## src/design/assert_macros.svh

```systemverilog
// Assertion macros shared by the unescaper modules.
`ifndef ASSERT_MACROS_SVH
`define ASSERT_MACROS_SVH

// Check a property on the rising clock edge, held off while reset is asserted.
`define ASSERT_CLK(label, clk, rst_n, prop, msg) \
    label: assert property (@(posedge clk) disable iff (!rst_n) (prop)) else $error(msg);

// Check that an expression is never true on a rising clock edge outside reset.
`define ASSERT_NEVER(label, clk, rst_n, expr, msg) \
    `ASSERT_CLK(label, clk, rst_n, !(expr), msg)

`endif

```

## src/design/jsu_pkg.sv

```systemverilog
// Shared types and codes for the JSON string unescaper.
package jsu_pkg;

    localparam int JSU_QUEUE_DEPTH = 4;

    localparam logic [1:0] KIND_DATA = 2'd0;
    localparam logic [1:0] KIND_END  = 2'd1;
    localparam logic [1:0] KIND_ERR  = 2'd2;

    localparam logic [1:0] ERR_NONE    = 2'd0;
    localparam logic [1:0] ERR_ZERO    = 2'd1;
    localparam logic [1:0] ERR_ESCAPE  = 2'd2;
    localparam logic [1:0] ERR_HEX     = 2'd3;

    typedef struct packed {
        logic [1:0] cnt;
        logic [1:0] kind;
        logic [1:0] err;
        logic [7:0] b0;
        logic [7:0] b1;
        logic [7:0] b2;
    } jsu_cmd_t;

endpackage

```

## src/design/jsu_front.sv

```systemverilog
// Front end: accepts raw bytes, tracks escape state and builds result commands.
module jsu_front
    import jsu_pkg::*;
(
    input  logic       clk,
    input  logic       rst_n,
    input  logic       in_valid,
    input  logic [7:0] in_byte,
    input  logic       restart,
    input  logic       q_full,
    output logic       in_stall,
    output logic       push,
    output jsu_cmd_t   cmd
);

    localparam logic [7:0] CH_NUL   = 8'h00;
    localparam logic [7:0] CH_QUOTE = 8'h22;
    localparam logic [7:0] CH_BSL   = 8'h5C;
    localparam logic [7:0] CH_SLASH = 8'h2F;
    localparam logic [7:0] CH_B     = 8'h62;
    localparam logic [7:0] CH_F     = 8'h66;
    localparam logic [7:0] CH_N     = 8'h6E;
    localparam logic [7:0] CH_R     = 8'h72;
    localparam logic [7:0] CH_T     = 8'h74;
    localparam logic [7:0] CH_U     = 8'h75;

    typedef enum logic [1:0] {
        M_PLAIN,
        M_ESC,
        M_HEX,
        M_STOP
    } mode_t;

    mode_t       mode_reg, mode_next, mode_eff;
    logic [1:0]  hex_count_reg, hex_count_next, hex_count_eff;
    logic [11:0] cp_reg, cp_next, cp_eff;
    logic        accept;
    logic [4:0]  hex_dig;
    logic [15:0] cp_full;

    function automatic logic [4:0] hex_nibble(input logic [7:0] c);
        logic [4:0] r;
        r = 5'd0;
        if (c >= 8'h30 && c <= 8'h39) r = {1'b1, 4'(c - 8'h30)};
        else if (c >= 8'h61 && c <= 8'h66) r = {1'b1, 4'(c - 8'h57)};
        else if (c >= 8'h41 && c <= 8'h46) r = {1'b1, 4'(c - 8'h37)};
        return r;
    endfunction

    assign in_stall = q_full;
    assign accept   = in_valid && !q_full;
    assign hex_dig  = hex_nibble(in_byte);
    assign cp_full  = {cp_eff, hex_dig[3:0]};

    always_comb
    begin
        mode_eff      = restart ? M_PLAIN : mode_reg;
        hex_count_eff = restart ? 2'd0 : hex_count_reg;
        cp_eff        = restart ? 12'd0 : cp_reg;

        mode_next      = mode_eff;
        hex_count_next = hex_count_eff;
        cp_next        = cp_eff;
        cmd            = '0;

        case (mode_eff)
            M_PLAIN:
            begin
                if (in_byte == CH_NUL)
                begin
                    cmd.cnt = 2'd1; cmd.kind = KIND_ERR; cmd.err = ERR_ZERO;
                    mode_next = M_STOP;
                end
                else if (in_byte == CH_QUOTE)
                begin
                    cmd.cnt = 2'd1; cmd.kind = KIND_END;
                    mode_next = M_STOP;
                end
                else if (in_byte == CH_BSL)
                begin
                    mode_next = M_ESC;
                end
                else
                begin
                    cmd.cnt = 2'd1; cmd.kind = KIND_DATA; cmd.b0 = in_byte;
                end
            end
            M_ESC:
            begin
                mode_next = M_PLAIN;
                cmd.cnt   = 2'd1;
                cmd.kind  = KIND_DATA;
                case (in_byte)
                    CH_QUOTE: cmd.b0 = CH_QUOTE;
                    CH_BSL:   cmd.b0 = CH_BSL;
                    CH_SLASH: cmd.b0 = CH_SLASH;
                    CH_B:     cmd.b0 = 8'h08;
                    CH_F:     cmd.b0 = 8'h0C;
                    CH_N:     cmd.b0 = 8'h0A;
                    CH_R:     cmd.b0 = 8'h0D;
                    CH_T:     cmd.b0 = 8'h09;
                    CH_U:
                    begin
                        cmd.cnt        = 2'd0;
                        mode_next      = M_HEX;
                        hex_count_next = 2'd0;
                        cp_next        = 12'd0;
                    end
                    CH_NUL:
                    begin
                        cmd.kind  = KIND_ERR; cmd.err = ERR_ZERO;
                        mode_next = M_STOP;
                    end
                    default:
                    begin
                        cmd.kind  = KIND_ERR; cmd.err = ERR_ESCAPE;
                        mode_next = M_STOP;
                    end
                endcase
            end
            M_HEX:
            begin
                if (!hex_dig[4])
                begin
                    cmd.cnt = 2'd1; cmd.kind = KIND_ERR; cmd.err = ERR_HEX;
                    mode_next      = M_STOP;
                    hex_count_next = 2'd0;
                    cp_next        = 12'd0;
                end
                else if (hex_count_eff == 2'd3)
                begin
                    mode_next      = M_PLAIN;
                    hex_count_next = 2'd0;
                    cp_next        = 12'd0;
                    cmd.kind       = KIND_DATA;
                    if (cp_full == 16'd0)
                    begin
                        cmd.cnt = 2'd0;
                    end
                    else if (cp_full <= 16'h007F)
                    begin
                        cmd.cnt = 2'd1;
                        cmd.b0  = cp_full[7:0];
                    end
                    else if (cp_full <= 16'h07FF)
                    begin
                        cmd.cnt = 2'd2;
                        cmd.b0  = {3'b110, cp_full[10:6]};
                        cmd.b1  = {2'b10, cp_full[5:0]};
                    end
                    else
                    begin
                        cmd.cnt = 2'd3;
                        cmd.b0  = {4'b1110, cp_full[15:12]};
                        cmd.b1  = {2'b10, cp_full[11:6]};
                        cmd.b2  = {2'b10, cp_full[5:0]};
                    end
                end
                else
                begin
                    cp_next        = {cp_eff[7:0], hex_dig[3:0]};
                    hex_count_next = hex_count_eff + 2'd1;
                end
            end
            default:
            begin
                mode_next = M_STOP;
            end
        endcase
    end

    assign push = accept && (cmd.cnt != 2'd0);

    always_ff @(posedge clk or negedge rst_n)
    begin
        if (!rst_n)
        begin
            mode_reg      <= M_PLAIN;
            hex_count_reg <= 2'd0;
            cp_reg        <= 12'd0;
        end
        else if (accept)
        begin
            mode_reg      <= mode_next;
            hex_count_reg <= hex_count_next;
            cp_reg        <= cp_next;
        end
    end

endmodule

```

## src/design/jsu_fifo.sv

```systemverilog
// Command queue between the front end and the result serialiser.
`include "assert_macros.svh"
module jsu_fifo
    import jsu_pkg::*;
#(
    parameter int DEPTH = JSU_QUEUE_DEPTH
)
(
    input  logic     clk,
    input  logic     rst_n,
    input  logic     push,
    input  jsu_cmd_t wr_cmd,
    input  logic     pop,
    output jsu_cmd_t head,
    output logic     full,
    output logic     empty
);

    localparam int PW = (DEPTH > 1) ? $clog2(DEPTH) : 1;
    localparam int CW = $clog2(DEPTH + 1);

    jsu_cmd_t        mem [DEPTH];
    logic [PW-1:0]   wr_ptr_reg, rd_ptr_reg;
    logic [CW-1:0]   count_reg;

    function automatic logic [PW-1:0] ptr_inc(input logic [PW-1:0] p);
        return (p == PW'(DEPTH - 1)) ? '0 : p + PW'(1);
    endfunction

    assign full  = (count_reg == CW'(DEPTH));
    assign empty = (count_reg == '0);
    assign head  = mem[rd_ptr_reg];

    always_ff @(posedge clk)
    begin
        if (push)
        begin
            mem[wr_ptr_reg] <= wr_cmd;
        end
    end

    always_ff @(posedge clk or negedge rst_n)
    begin
        if (!rst_n)
        begin
            wr_ptr_reg <= '0;
            rd_ptr_reg <= '0;
            count_reg  <= '0;
        end
        else
        begin
            if (push)
            begin
                wr_ptr_reg <= ptr_inc(wr_ptr_reg);
            end
            if (pop)
            begin
                rd_ptr_reg <= ptr_inc(rd_ptr_reg);
            end
            if (push && !pop)
            begin
                count_reg <= count_reg + CW'(1);
            end
            else if (pop && !push)
            begin
                count_reg <= count_reg - CW'(1);
            end
        end
    end

    `ASSERT_NEVER(a_no_overflow, clk, rst_n, push && full && !pop, "queue written while full")
    `ASSERT_NEVER(a_no_underflow, clk, rst_n, pop && empty, "queue read while empty")
    `ASSERT_NEVER(a_no_empty_cmd, clk, rst_n, push && (wr_cmd.cnt == 2'd0),
                  "command without results queued")

endmodule

```

## src/design/jsu_back.sv

```systemverilog
// Back end: splits queued commands into result items behind an output register.
`include "assert_macros.svh"
module jsu_back
    import jsu_pkg::*;
(
    input  logic       clk,
    input  logic       rst_n,
    input  jsu_cmd_t   head,
    input  logic       empty,
    output logic       pop,
    input  logic       out_stall,
    output logic       out_valid,
    output logic [7:0] out_byte,
    output logic [1:0] out_kind,
    output logic [1:0] error_code,
    output logic       last
);

    logic       out_valid_reg;
    logic [1:0] idx_reg, idx_next;
    logic [7:0] byte_reg, byte_next;
    logic [1:0] kind_reg;
    logic [1:0] err_reg;
    logic       last_reg, last_next;
    logic       load, take;

    assign load      = !out_valid_reg || !out_stall;
    assign take      = load && !empty;
    assign last_next = (idx_reg == head.cnt - 2'd1);
    assign pop       = take && last_next;
    assign idx_next  = last_next ? 2'd0 : idx_reg + 2'd1;

    always_comb
    begin
        case (idx_reg)
            2'd0:    byte_next = head.b0;
            2'd1:    byte_next = head.b1;
            2'd2:    byte_next = head.b2;
            default: byte_next = 8'd0;
        endcase
    end

    always_ff @(posedge clk or negedge rst_n)
    begin
        if (!rst_n)
        begin
            out_valid_reg <= 1'b0;
            idx_reg       <= 2'd0;
        end
        else if (take)
        begin
            out_valid_reg <= 1'b1;
            idx_reg       <= idx_next;
        end
        else if (load)
        begin
            out_valid_reg <= 1'b0;
        end
    end

    always_ff @(posedge clk)
    begin
        if (take)
        begin
            byte_reg <= byte_next;
            kind_reg <= head.kind;
            err_reg  <= head.err;
            last_reg <= last_next;
        end
    end

    assign out_valid  = out_valid_reg;
    assign out_byte   = byte_reg;
    assign out_kind   = kind_reg;
    assign error_code = err_reg;
    assign last       = last_reg;

    `ASSERT_CLK(a_hold_on_stall, clk, rst_n,
                out_valid && out_stall |=> out_valid && $stable(out_byte) && $stable(last),
                "result changed while stalled")
    `ASSERT_CLK(a_ctrl_last, clk, rst_n, out_valid && out_kind != KIND_DATA |-> last,
                "end or error result not marked last")
    `ASSERT_CLK(a_err_kind, clk, rst_n,
                out_valid && error_code != ERR_NONE |-> out_kind == KIND_ERR && out_byte == 8'd0,
                "error code on a non-error result")

endmodule

```

## src/design/json_string_unescape.sv

```systemverilog
// Top level of the JSON string body unescaper.
//
// Input channel: in_valid / in_stall carry one raw byte of a string body per
// item, starting after the opening quote; restart marks the first byte of a
// new body. Output channel: out_valid / out_stall carry one result item per
// handshake: a data byte, an end marker at the closing quote, or one error.
// Each input item gives zero to three results; last marks the final one.
//
// The first result of an item goes into the command queue at the edge at
// which the item is accepted and then into the output register to be offered.
// Throughput: one input item per cycle while the command queue has room, and
// one result item per cycle out of the serialiser unless out_stall holds it;
// a \u escape whose code point needs two or three UTF-8 bytes keeps the
// serialiser busy for each byte; the DEPTH-entry queue absorbs the difference.
//
// Reset clears the escape state, the queue and the output register. When the
// receiver stalls, the result holds; the queue fills and then in_stall rises.
module json_string_unescape
    import jsu_pkg::*;
#(
    parameter int DEPTH = JSU_QUEUE_DEPTH
)
(
    input  logic       clk,
    input  logic       rst_n,
    input  logic       in_valid,
    output logic       in_stall,
    input  logic [7:0] in_byte,
    input  logic       restart,
    output logic       out_valid,
    input  logic       out_stall,
    output logic [7:0] out_byte,
    output logic [1:0] out_kind,
    output logic [1:0] error_code,
    output logic       last
);

    jsu_cmd_t wr_cmd, head;
    logic     push, pop, full, empty;

    jsu_front u_front (
        .clk      (clk),
        .rst_n    (rst_n),
        .in_valid (in_valid),
        .in_byte  (in_byte),
        .restart  (restart),
        .q_full   (full),
        .in_stall (in_stall),
        .push     (push),
        .cmd      (wr_cmd)
    );

    jsu_fifo #(
        .DEPTH (DEPTH)
    ) u_fifo (
        .clk    (clk),
        .rst_n  (rst_n),
        .push   (push),
        .wr_cmd (wr_cmd),
        .pop    (pop),
        .head   (head),
        .full   (full),
        .empty  (empty)
    );

    jsu_back u_back (
        .clk        (clk),
        .rst_n      (rst_n),
        .head       (head),
        .empty      (empty),
        .pop        (pop),
        .out_stall  (out_stall),
        .out_valid  (out_valid),
        .out_byte   (out_byte),
        .out_kind   (out_kind),
        .error_code (error_code),
        .last       (last)
    );

endmodule

```

## config.mk

```make
export PLATFORM = sky130hd
export DESIGN_NAME = json_string_unescape
export DESIGN_NICKNAME = d
export VERILOG_FILES = /design/src/design/jsu_pkg.sv /design/src/design/jsu_front.sv /design/src/design/jsu_fifo.sv /design/src/design/jsu_back.sv /design/src/design/json_string_unescape.sv
export VERILOG_INCLUDE_DIRS = /design/src /design/src/design
export SDC_FILE = /design/constraint.sdc
export NUM_CORES = 1
export LEC_CHECK = 0
export ABC_CLOCK_PERIOD_IN_PS = 4500
export BUFFER_PORTS_ARGS = -buffer_cell sky130_fd_sc_hd__buf_4
export CAP_MARGIN = 10
export CORE_MARGIN = 2
export CORE_UTILIZATION = 46
export DETAILED_ROUTE_END_ITERATION = 10
export PLACE_DENSITY = 0.7
export SLEW_MARGIN = 40
export SYNTH_ARGS = -nofsm -noshare
export SYNTH_HDL_FRONTEND = slang
export SYNTH_SLANG_ARGS = --single-unit
```

## constraint.sdc

```tcl
create_clock -name clk -period 4.5 [get_ports clk]
set_input_delay 0.45 -clock clk [delete_from_list [all_inputs] [get_ports clk]]
set_output_delay 0.45 -clock clk [all_outputs]
set_load 0.02 [all_outputs]
```

# Word-level counts from Yosys, hierarchy flattened
# Memories as Yosys holds them, arrays and structs flattened.
# Index checks and enable logic that the tools add are counted.
op_classes:
  n_addsub: 10
  order_cmp: 8
  n_eq_ne: 18
  n_mux: 56
  n_reduce_logical: 26
ops:
  columns: ["operator", "count"]
  rows:
  - ["24-bit two-way mux", 3]
  - ["8-bit by 7-bit equality test with 1-bit output (second input constant)", 7]
  - ["7-bit case mux with 8 select lines", 1]
  - ["12-bit two-way mux", 4]
  - ["14-bit case mux with 3 select lines", 1]
  - ["8-bit two-way mux", 5]
  - ["16-bit two-way mux", 2]
  - ["2-bit two-way mux", 16]
  - ["12-bit case mux with 2 select lines", 1]
  - ["8-bit case mux with 3 select lines", 1]
  - ["8-bit by 6-bit equality test with 1-bit output (second input constant)", 2]
  - ["8-bit by 7-bit >= comparator with 1-bit output (second input constant)", 2]
  - ["16-bit by 11-bit <= comparator with 1-bit output (second input constant)", 1]
  - ["16-bit by 7-bit <= comparator with 1-bit output (second input constant)", 1]
  - ["8-bit by 7-bit <= comparator with 1-bit output (second input constant)", 2]
  - ["16-bit logical NOT", 1]
  - ["4-bit two-way mux", 4]
  - ["5-bit two-way mux", 3]
  - ["14-bit two-way mux", 1]
  - ["2-bit equality test (second input constant)", 5]
  - ["1-bit logical AND", 9]
  - ["3-bit two-way mux", 3]
  - ["9-bit OR reduction", 1]
  - ["2-bit by 1-bit adder with 2-bit output (second input constant)", 4]
  - ["21 further kinds", 38]
totals:
  regBits: 39
  ram_bits: 120
  inputBits: 13
  wordCells: 131
  n_memories: 1
mem_list:
  columns: ["memory", "words", "width", "read_ports", "rd_ports_with_merged_regs", "write_ports", "line", "text"]
  rows:
  - ["u_fifo.mem", 4, 30, 1, 0, 1, "jsu_fifo.sv:22", "jsu_cmd_t mem [DEPTH];"]

# Logic depth before layout (Yosys ltp)
# Gate-level depths: netlist of run 1.
logic_depth:
  depth_word: 18
  mapped_depth: 17
  mapped_depth_nobuf: 16

# Cells and area by module
# A second synthesis of run 1 with hierarchy kept.
unflattened:
  hier_cells: 493
  area_unflattened_um2: 7428.4
by_module_without_submodules:
  columns: ["module", "n_inst", "cells_each", "area_each_um2", "seq_area_each_um2"]
  rows:
  - ["jsu_fifo", 1, 194, 4785.8, 3778.6]
  - ["jsu_front", 1, 244, 1911.8, 400.4]
  - ["jsu_back", 1, 55, 730.7, 465.4]

# Worst setup path before layout of run 1
# Ideal clock, no wire load.
synth_path:
  kind: "in2reg"
  from: "input in_byte[1]"
  to: "memory u_fifo.mem[3][0] (netlist bit) (enable)"
  arrival_time_ns: 3.529
  required_time_ns: 4.087
  path_slack_ns: 0.558
  path_stages: 9
  path_buffers: 1
  cell_sequence: "clkbuf_1 -> inv_1 -> ha_1 -> a2111oi_1 -> a31oi_1 -> or2_1 -> o311ai_2 -> o21ai_4 -> nor2_1"
synth_between:
  elab_chain_len: 16
  word_cells_on_any_way: 36
  cone_classes: "add/sub (3); order compare (8); eq/ne (3); mux (15); reduce/logical (7)"
synth_rtl:
  columns: ["element", "line", "text"]
  rows:
  - ["start: declaration", "json_string_unescape.sv:28", "input logic [7:0] in_byte,"]
  - ["8-bit by 7-bit >= comparator with 1-bit output or 8-bit by 7-bit <= comparator with 1-bit output (tied branches)", "jsu_front.sv:46", "else if (c >= 8'h41 && c <= 8'h46) r = {1'b1, 4'(c - 8'h37)};"]
  - ["1-bit logical AND", "jsu_front.sv:46", null]
  - ["5-bit two-way mux", "jsu_front.sv:46", null]
  - ["5-bit two-way mux", "jsu_front.sv:45", "else if (c >= 8'h61 && c <= 8'h66) r = {1'b1, 4'(c - 8'h57)};"]
  - ["5-bit two-way mux", "jsu_front.sv:44", "if (c >= 8'h30 && c <= 8'h39) r = {1'b1, 4'(c - 8'h30)};"]
  - ["16-bit by 11-bit <= comparator with 1-bit output", "jsu_front.sv:145", "else if (cp_full <= 16'h07FF)"]
  - ["1-bit two-way mux", "jsu_front.sv:145", null]
  - ["2-bit two-way mux", "jsu_front.sv:140", "else if (cp_full <= 16'h007F)"]
  - ["2-bit two-way mux", "jsu_front.sv:136", "if (cp_full == 16'd0)"]
  - ["4-bit two-way mux", "jsu_front.sv:130", "else if (hex_count_eff == 2'd3)"]
  - ["4-bit two-way mux", "jsu_front.sv:123", "if (!hex_dig[4])"]
  - ["14-bit case mux with 3 select lines *", "jsu_front.sv:66", "case (mode_eff)"]
  - ["2-bit nonzero test *", "jsu_front.sv:172", "assign push = accept && (cmd.cnt != 2'd0);"]
  - ["1-bit logical AND *", "jsu_front.sv:172", null]
  - ["1-bit two-way mux *", "jsu_fifo.sv:36", "if (push)"]
  - ["1-bit two-way mux (implied by the code) *", "jsu_fifo.sv:38", "mem[wr_ptr_reg] <= wr_cmd;"]
  - ["end: declaration", "jsu_fifo.sv:22", null]
# Mark *: on every way between the ends. The rest lies on a longest branch, timed or not.

# Final worst setup path of run 1
layout_path:
  from: "register u_front.cp_reg[11]"
  to: "register u_fifo.count_reg[1]"
layout_between:
  elab_chain_len: 13
  word_cells_on_any_way: 17
  cone_classes: "order compare (2); mux (8); reduce/logical (7)"
layout_rtl:
  columns: ["element", "line", "text"]
  rows:
  - ["start: declaration", "jsu_front.sv:36", "logic [11:0] cp_reg, cp_next, cp_eff;"]
  - ["start signal: assignment", "jsu_front.sv:186", "cp_reg <= cp_next;"]
  - ["12-bit two-way mux *", "jsu_front.sv:59", "cp_eff = restart ? 12'd0 : cp_reg;"]
  - ["16-bit by 11-bit <= comparator with 1-bit output", "jsu_front.sv:145", null]
  - ["1-bit two-way mux", "jsu_front.sv:145", null]
  - ["2-bit two-way mux", "jsu_front.sv:140", null]
  - ["2-bit two-way mux *", "jsu_front.sv:136", null]
  - ["4-bit two-way mux *", "jsu_front.sv:130", null]
  - ["4-bit two-way mux *", "jsu_front.sv:123", null]
  - ["14-bit case mux with 3 select lines *", "jsu_front.sv:66", null]
  - ["2-bit nonzero test *", "jsu_front.sv:172", null]
  - ["1-bit logical AND *", "jsu_front.sv:172", null]
  - ["named net push", "json_string_unescape.sv:39", "logic push, pop, full, empty;"]
  - ["1-bit logical NOT", "jsu_fifo.sv:64", "else if (pop && !push)"]
  - ["1-bit logical AND", "jsu_fifo.sv:64", null]
  - ["2-bit nonzero test (no line)", null, null]
  - ["end signal: assignment", "jsu_fifo.sv:62", "count_reg <= count_reg + CW'(1);"]
  - ["end signal: assignment", "jsu_fifo.sv:66", "count_reg <= count_reg - CW'(1);"]
  - ["end: declaration", "jsu_fifo.sv:24", "logic [CW-1:0] count_reg;"]
# The timed path passes the listed nets; every way through them passes the cells marked *.
# A chain may end at the register's enable or synchronous reset.

==> results of run 1 <==
==> kinds of logic after synthesis <==
| logic type | synth area share, % |
|---|---|
| mux | 9.75 |
| compound gates | 10.8 |
| xor+xnor | 0.617 |
| fa+ha+maj | 3.63 |
| simple gates | 10.5 |
| flops | 62.1 |
| buf+inv | 2.56 |
==> final cells by class <==
cell class	count	area (µm²)	area share, %
inverter	22	82.6	1.01
clock inverter	13	179	2.19
clock buffer	19	433	5.31
timing repair buffer	37	293	3.59
multi-input combinational	323	2520	31.0
tap	188	235	2.89
sequential	151	4410	54.0
==> worst min-delay path, cell delays in order <==
cell and delay (ns):
buf_4 0.09, nand2_1 0.04, nand2_1 0.05
==> synthesized netlist by cell type, drive strengths merged, types with 3 or more instances <==
library cell	count	area [µm²]
edfxtp	125	3750
nand2	44	165
nor2	42	158
a21oi	29	145
mux4	27	608
dfrtp	26	651
o21ai	22	121
inv	21	78.8
a22oi	20	150
ha	19	238
clkbuf	14	52.6
nand3	13	65.1
nor2b	13	81.3
buf	11	46.3
nor3	8	40.0
and3	6	37.5
nand2b	6	37.5
mux2	5	63.8
nor3b	5	37.5
a21o	4	30.0
a222oi	3	30.0
a22o	3	26.3
a311oi	3	32.5
and2	3	18.8
nand3b	3	22.5
o21a	3	22.5
o22a	3	26.3
xnor2	3	26.3
==> cells in the final DEF, fill, tap and decap left out, drive strengths merged, types with 13 or more instances in the layout <==
cell    netlist  final
dfrtp        26     26
a22oi        20     20
o21ai        22     22
nor2b        13     13
clkbuf       14     19
mux4         27     27
ha           19     19
inv          21     22
nor2         42     42
nand3        13     13
edfxtp      125    125
buf          11     36
a21oi        29     29
nand2        44     44
==> metrics by stage <==
step	hold slack [ns]	cell area, µm²	utilization, %	instances
finish	0.235	8150	53.8	753
global route	0.245	8150	53.8	753
CTS	0.222	8150	53.8	753
detailed placement	0.393	7530	49.7	720
global placement	0.395	7530	49.7	720
floorplan	0.154	7100	-	521
==> report_power, final <==
group,internal [mW],switching (mW)
clock network,0.924,0.542
logic,0.635,0.811
registers,1.89,0.163
==> routing by layer <==
layer / wire length (µm) / vias up / GRT usage, %
li1: - / 2062 / -
met1: 6510 / 2306 / 26.0
met2: 7880 / 172 / 33.5
met3: 869 / 38 / 4.09
met4: 371 / 0 / 8.27
met5: 0 / - / 0
==> worst max path at each step <==
stage / start / end / slack (ns) / cells after the start
6_report: u_front.cp_reg[11] / u_fifo.count_reg[1] / 0.78 / 11
5_1_grt: u_front.cp_reg[11] / u_fifo.count_reg[1] / 0.54 / 11
4_1_cts: u_front.cp_reg[11] / u_fifo.count_reg[1] / 0.80 / 11
3_5_place_dp: in_byte[1] / u_fifo.count_reg[2] / 0.59 / 16
3_3_place_gp: in_byte[0] / u_fifo.count_reg[1] / 0.73 / 14
2_1_floorplan: in_byte[1] / u_fifo.mem[3][0] / 0.56 / 9
==> what timing repair did <==
action | CTS | global route
setup buffers | 0 | 0
hold endpoints to repair | 26 | 0
setup endpoints to repair | 0 | 0
hold buffers | 1 | 0
==> flow_summary.json, run 1 <==
{
  "path_common_cell": "inv_1",
  "status": "complete, no violations",
  "worst_pin_slew_ns": 0.741,
  "fin_crit_sh_pct": 82.6,
  "syn_to_final_growth_pct": 14.9,
  "yosysUniqueCellTypes": 61,
  "drt-total-wl_um": 15600,
  "fp.dieH_um": 128,
  "hold_violations": 0,
  "initial_utilization_pct": 46.9,
  "worstSetupPathType": "register to register",
  "cts.clk_slew.worst_paths_ns": 0.06,
  "post_drt_wl_per_cell_um": 20.8,
  "first_global_vias": 4544,
  "peakVddDrop_mv": 0.326,
  "min_to": "u_back.out_valid",
  "cts_max_level": 4,
  "ys_warn_count": 0,
  "gp_congestion": 0.907,
  "fmax_mhz": 269,
  "worstPathRequired_ns": 4.81,
  "cts_resized": 0,
  "endpoint_kind": "register",
  "drv_cap": 0,
  "antenna_found_initial": 0,
  "r2r-start": "u_front.cp_reg[11]",
  "crit_path_max_fanout": 12,
  "via_per_inst": 6.08,
  "netlist_instances": 521,
  "setup_slack_ns": 0.782,
  "r2r-end": "u_fifo.count_reg[1]",
  "syn_nets": 554,
  "path_cells": "nor4_2 > a21oi_1 > or3_1 > inv_1 > o311ai_2 > o21ai_4 > inv_1 > ha_1 > inv_1 > fa_1 > mux2_2",
  "fin_crit_ns": 3.72,
  "vias": 4578,
  "fin_skew_ns": 0.0100,
  "hold_class": "input pin to register",
  "worst_r2r_path_depth": 11,
  "power_mw": 4.97,
  "clock_latency_ns": 0.43,
  "groute.usage.overall_pct": 20.2,
  "dr.pass1.iters": 5,
  "p_per_area_nw_per_um2": 609,
  "cp_data_arrival_time_ns": 4.03,
  "n_antenna_cell": 0,
  "power.leakage_nw": 2.95,
  "grt_pass1_wl_um": 24700,
  "start_kind": "register",
  "final_nets": 585,
  "critical-path-slowest-cell": "nor4_2",
  "async_flop_share_pct": 17.2,
  "slew_violations": 0,
  "synth_edf_count": 125,
  "setup_viol": 0,
  "crit_path_max_incr_delay_ns": 0.61,
  "drt_iter0_drc": 436,
  "ys_seq_area_share_pct": 62.1,
  "cts_tree": "yes",
  "syn_avg_cell_area_um2": 13.6,
  "fin_tns_setup_ns": 0,
  "pin_count": 28,
  "cts_made_buffers": 17,
  "core-area_um2": 15100,
  "post-dp-hpwl_um": 10800,
  "crit_family": "simple AND/OR/NAND/NOR gates",
  "die_w_um": 128,
  "cts_root_buffer": "clkbuf_16",
  "final_layout_size_suffix_gt1_share_pct": 19.5,
  "min_from": "out_stall",
  "synthFlopType": "edfxtp_1",
  "cts.sinks": 151,
  "holdPathStages": 3,
  "slew_headroom_pct": 50.6,
  "synth-seq-cells": 151,
  "die_area_um2": 16400,
  "rows": 45,
  "grt_max_degree": 29,
  "post-route-drc-count": 0,
  "cts_buffer_depth": 2,
  "fill_cells": 1211,
  "reg2reg_setup_slack_ns": 0.78,
  "largest_reg_flops": 112,
  "dp_slack_ns": 0.590,
  "ant_nets": 0,
  "cp_num_buf_inv": 3,
  "portBuffers": 27,
  "gr-total-overflow": 0,
  "mappedNetlistArea_um2": 7100,
  "grt_setup_unrepaired": "no"
}
No activity file was read; power rests on OpenSTA's default activity.
==> run 2, diff against run 1 <==
ABC_CLOCK_PERIOD_IN_PS = 3700   (was 4500)
clock period = 3.7 ns   (was 4.5 ns; I/O delays follow)
==> run 2 against run 1 <==
  * Global-route usage up 0.20 points
  * Flip-flop and latch count unchanged
  * Register-to-register slack worse by 0.38 ns
  * Wire length grew 0.80%
  * Worst hold slack got worse by 0.069 ns
  * Clock skew is 0.0030 ns lower
  * Critical path depth increased by 4
  * Critical endpoint is now u_fifo.count_reg[2]
  * Total power increased by 22%
  * Core utilization increased by 0.69 points
  * Final area is 1.3% higher
  * Via count decreased by 0.33%
  * Count of clock-buffer cells in the layout increased by 2
==> flow_summary.json, run 2 (synthesized netlist as in run 1, its figures left out) <==
{
  "status": "complete, no violations",
  "setup_viol": 0,
  "syn_to_final_growth_pct": 16.3,
  "cp_data_arrival_time_ns": 3.65,
  "worstPathRequired_ns": 4.04,
  "post-route-drc-count": 0,
  "post-dp-hpwl_um": 10800,
  "ant_nets": 0,
  "design_area_um2": 8260,
  "post_drt_wl_per_cell_um": 20.6,
  "gr-total-overflow": 0,
  "largest_reg_flops": 112,
  "die_area_um2": 16400,
  "cts_made_buffers": 17,
  "r2r-end": "u_fifo.count_reg[2]",
  "initial_utilization_pct": 46.9,
  "via_per_inst": 5.97,
  "fin_hold_ws_ns": 0.166,
  "dr.pass1.iters": 5,
  "final_layout_size_suffix_gt1_share_pct": 20.5,
  "drv_cap": 0,
  "fmax_mhz": 302,
  "placedCellCount": 731,
  "grt_max_degree": 29,
  "groute.usage.overall_pct": 20.4,
  "hold_class": "input pin to register",
  "antenna_found_initial": 0,
  "reg2reg_setup_slack_ns": 0.40,
  "layout_commonest_cell": "edfxtp_1",
  "portBuffers": 27,
  "fin_crit_sh_pct": 89.5,
  "cts_resized": 0,
  "p_per_area_nw_per_um2": 734,
  "fin_tns_setup_ns": 0,
  "peakVddDrop_mv": 0.328,
  "r2r-start": "u_front.cp_reg[7]",
  "worst_pin_slew_ns": 0.758,
  "final_nets": 596,
  "n_antenna_cell": 0,
  "rows": 45,
  "cts.sinks": 151,
  "holdPathStages": 3,
  "final_cells": 764,
  "cts_tree": "yes",
  "dp_slack_ns": -0.00563,
  "vias": 4563,
  "hold_violations": 0,
  "setup_slack_ns": 0.388,
  "pin_count": 28,
  "start_kind": "input pin",
  "cts.clk_slew.worst_paths_ns": 0.05,
  "fin_skew_ns": 0.00703,
  "slew_violations": 0,
  "fin_crit_ns": 3.31,
  "die_w_um": 128,
  "grt_setup_unrepaired": "no",
  "power_mw": 6.06,
  "slew_headroom_pct": 49.5,
  "worst_r2r_path_depth": 13,
  "min_from": "out_stall",
  "grt_pass1_wl_um": 24900,
  "most-common-layout-cells": "edfxtp_1, nand2_1, buf_4",
  "clock_latency_ns": 0.42,
  "drt_iter0_drc": 511,
  "core-area_um2": 15100,
  "cts_root_buffer": "clkbuf_16",
  "min_to": "u_back.out_valid",
  "cts_buffer_depth": 2,
  "dpl_cell_area_um2": 7650,
  "first_global_vias": 4533,
  "power.leakage_nw": 3.00,
  "drt-total-wl_um": 15800,
  "crit_path_max_fanout": 9,
  "cts_max_level": 4,
  "worstSetupPathType": "input pin to register",
  "gp_congestion": 0.965,
  "fin_util_pct": 54.5,
  "fp.dieH_um": 128,
  "endpoint_kind": "register"
}
## run 2: changes by cell type in the layout (fill, tap and decap cells not counted), sizes merged
cell and delta:
clkinvlp -2, inv -1, clkbuf +2, buf +11
clkinv +1
## run 2: critical path, stage by stage
cell and delay, ns:
buf_4 0.13, inv_1 0.12, ha_1 0.27, a2111oi_1 0.51
a31oi_1 0.27, or2_1 0.33, o311ai_2 0.35, o21ai_4 0.11
inv_1 0.07, ha_1 0.17, inv_1 0.07, fa_1 0.42
xor2_1 0.17, nor2_1 0.13, xor2_1 0.16
## run 2: per-layer routing
layer  GRT usage, %  routed length [µm]
met1           26.1                6740
met2           34.2                8050
met3           4.92                 687
met4           6.92                 280
met5              0                   0
## run 2: layout make-up
cell class,instances,area [µm²]
clock buffer,21,440
clock inverter,11,155
fill,1176,6890
inverter,22,82.6
multi-input combinational,323,2520
sequential,151,4410
tap,188,235
timing repair buffer,48,413
## run 2: worst max path at each step
stage                                 start                  end  slack [ns]  depth (start not counted)
after floorplan                  in_byte[1]     u_fifo.mem[3][0]       -0.16                          9
after global placement           in_byte[0]  u_fifo.count_reg[2]        0.12                         15
after detailed placement         in_byte[0]  u_fifo.count_reg[2]      -0.006                         15
after CTS                 u_front.cp_reg[7]  u_fifo.count_reg[2]        0.40                         13
after global routing             in_byte[0]  u_fifo.count_reg[2]        0.15                         15
final                            in_byte[0]  u_fifo.count_reg[2]        0.39                         15
## run 2: report_power, final
group          internal (mW)  leakage [nW]  switching (mW)
combinational          0.811          1.21            1.03
clock                   1.12         0.291           0.629
sequential              2.30          1.51           0.174
## run 2: what timing repair did
item / CTS / global route
setup buffers: 0 / 0
endpoints found under the setup margin: 0 / 0
endpoints found under the hold margin: 26 / 0
hold buffers: 1 / 0
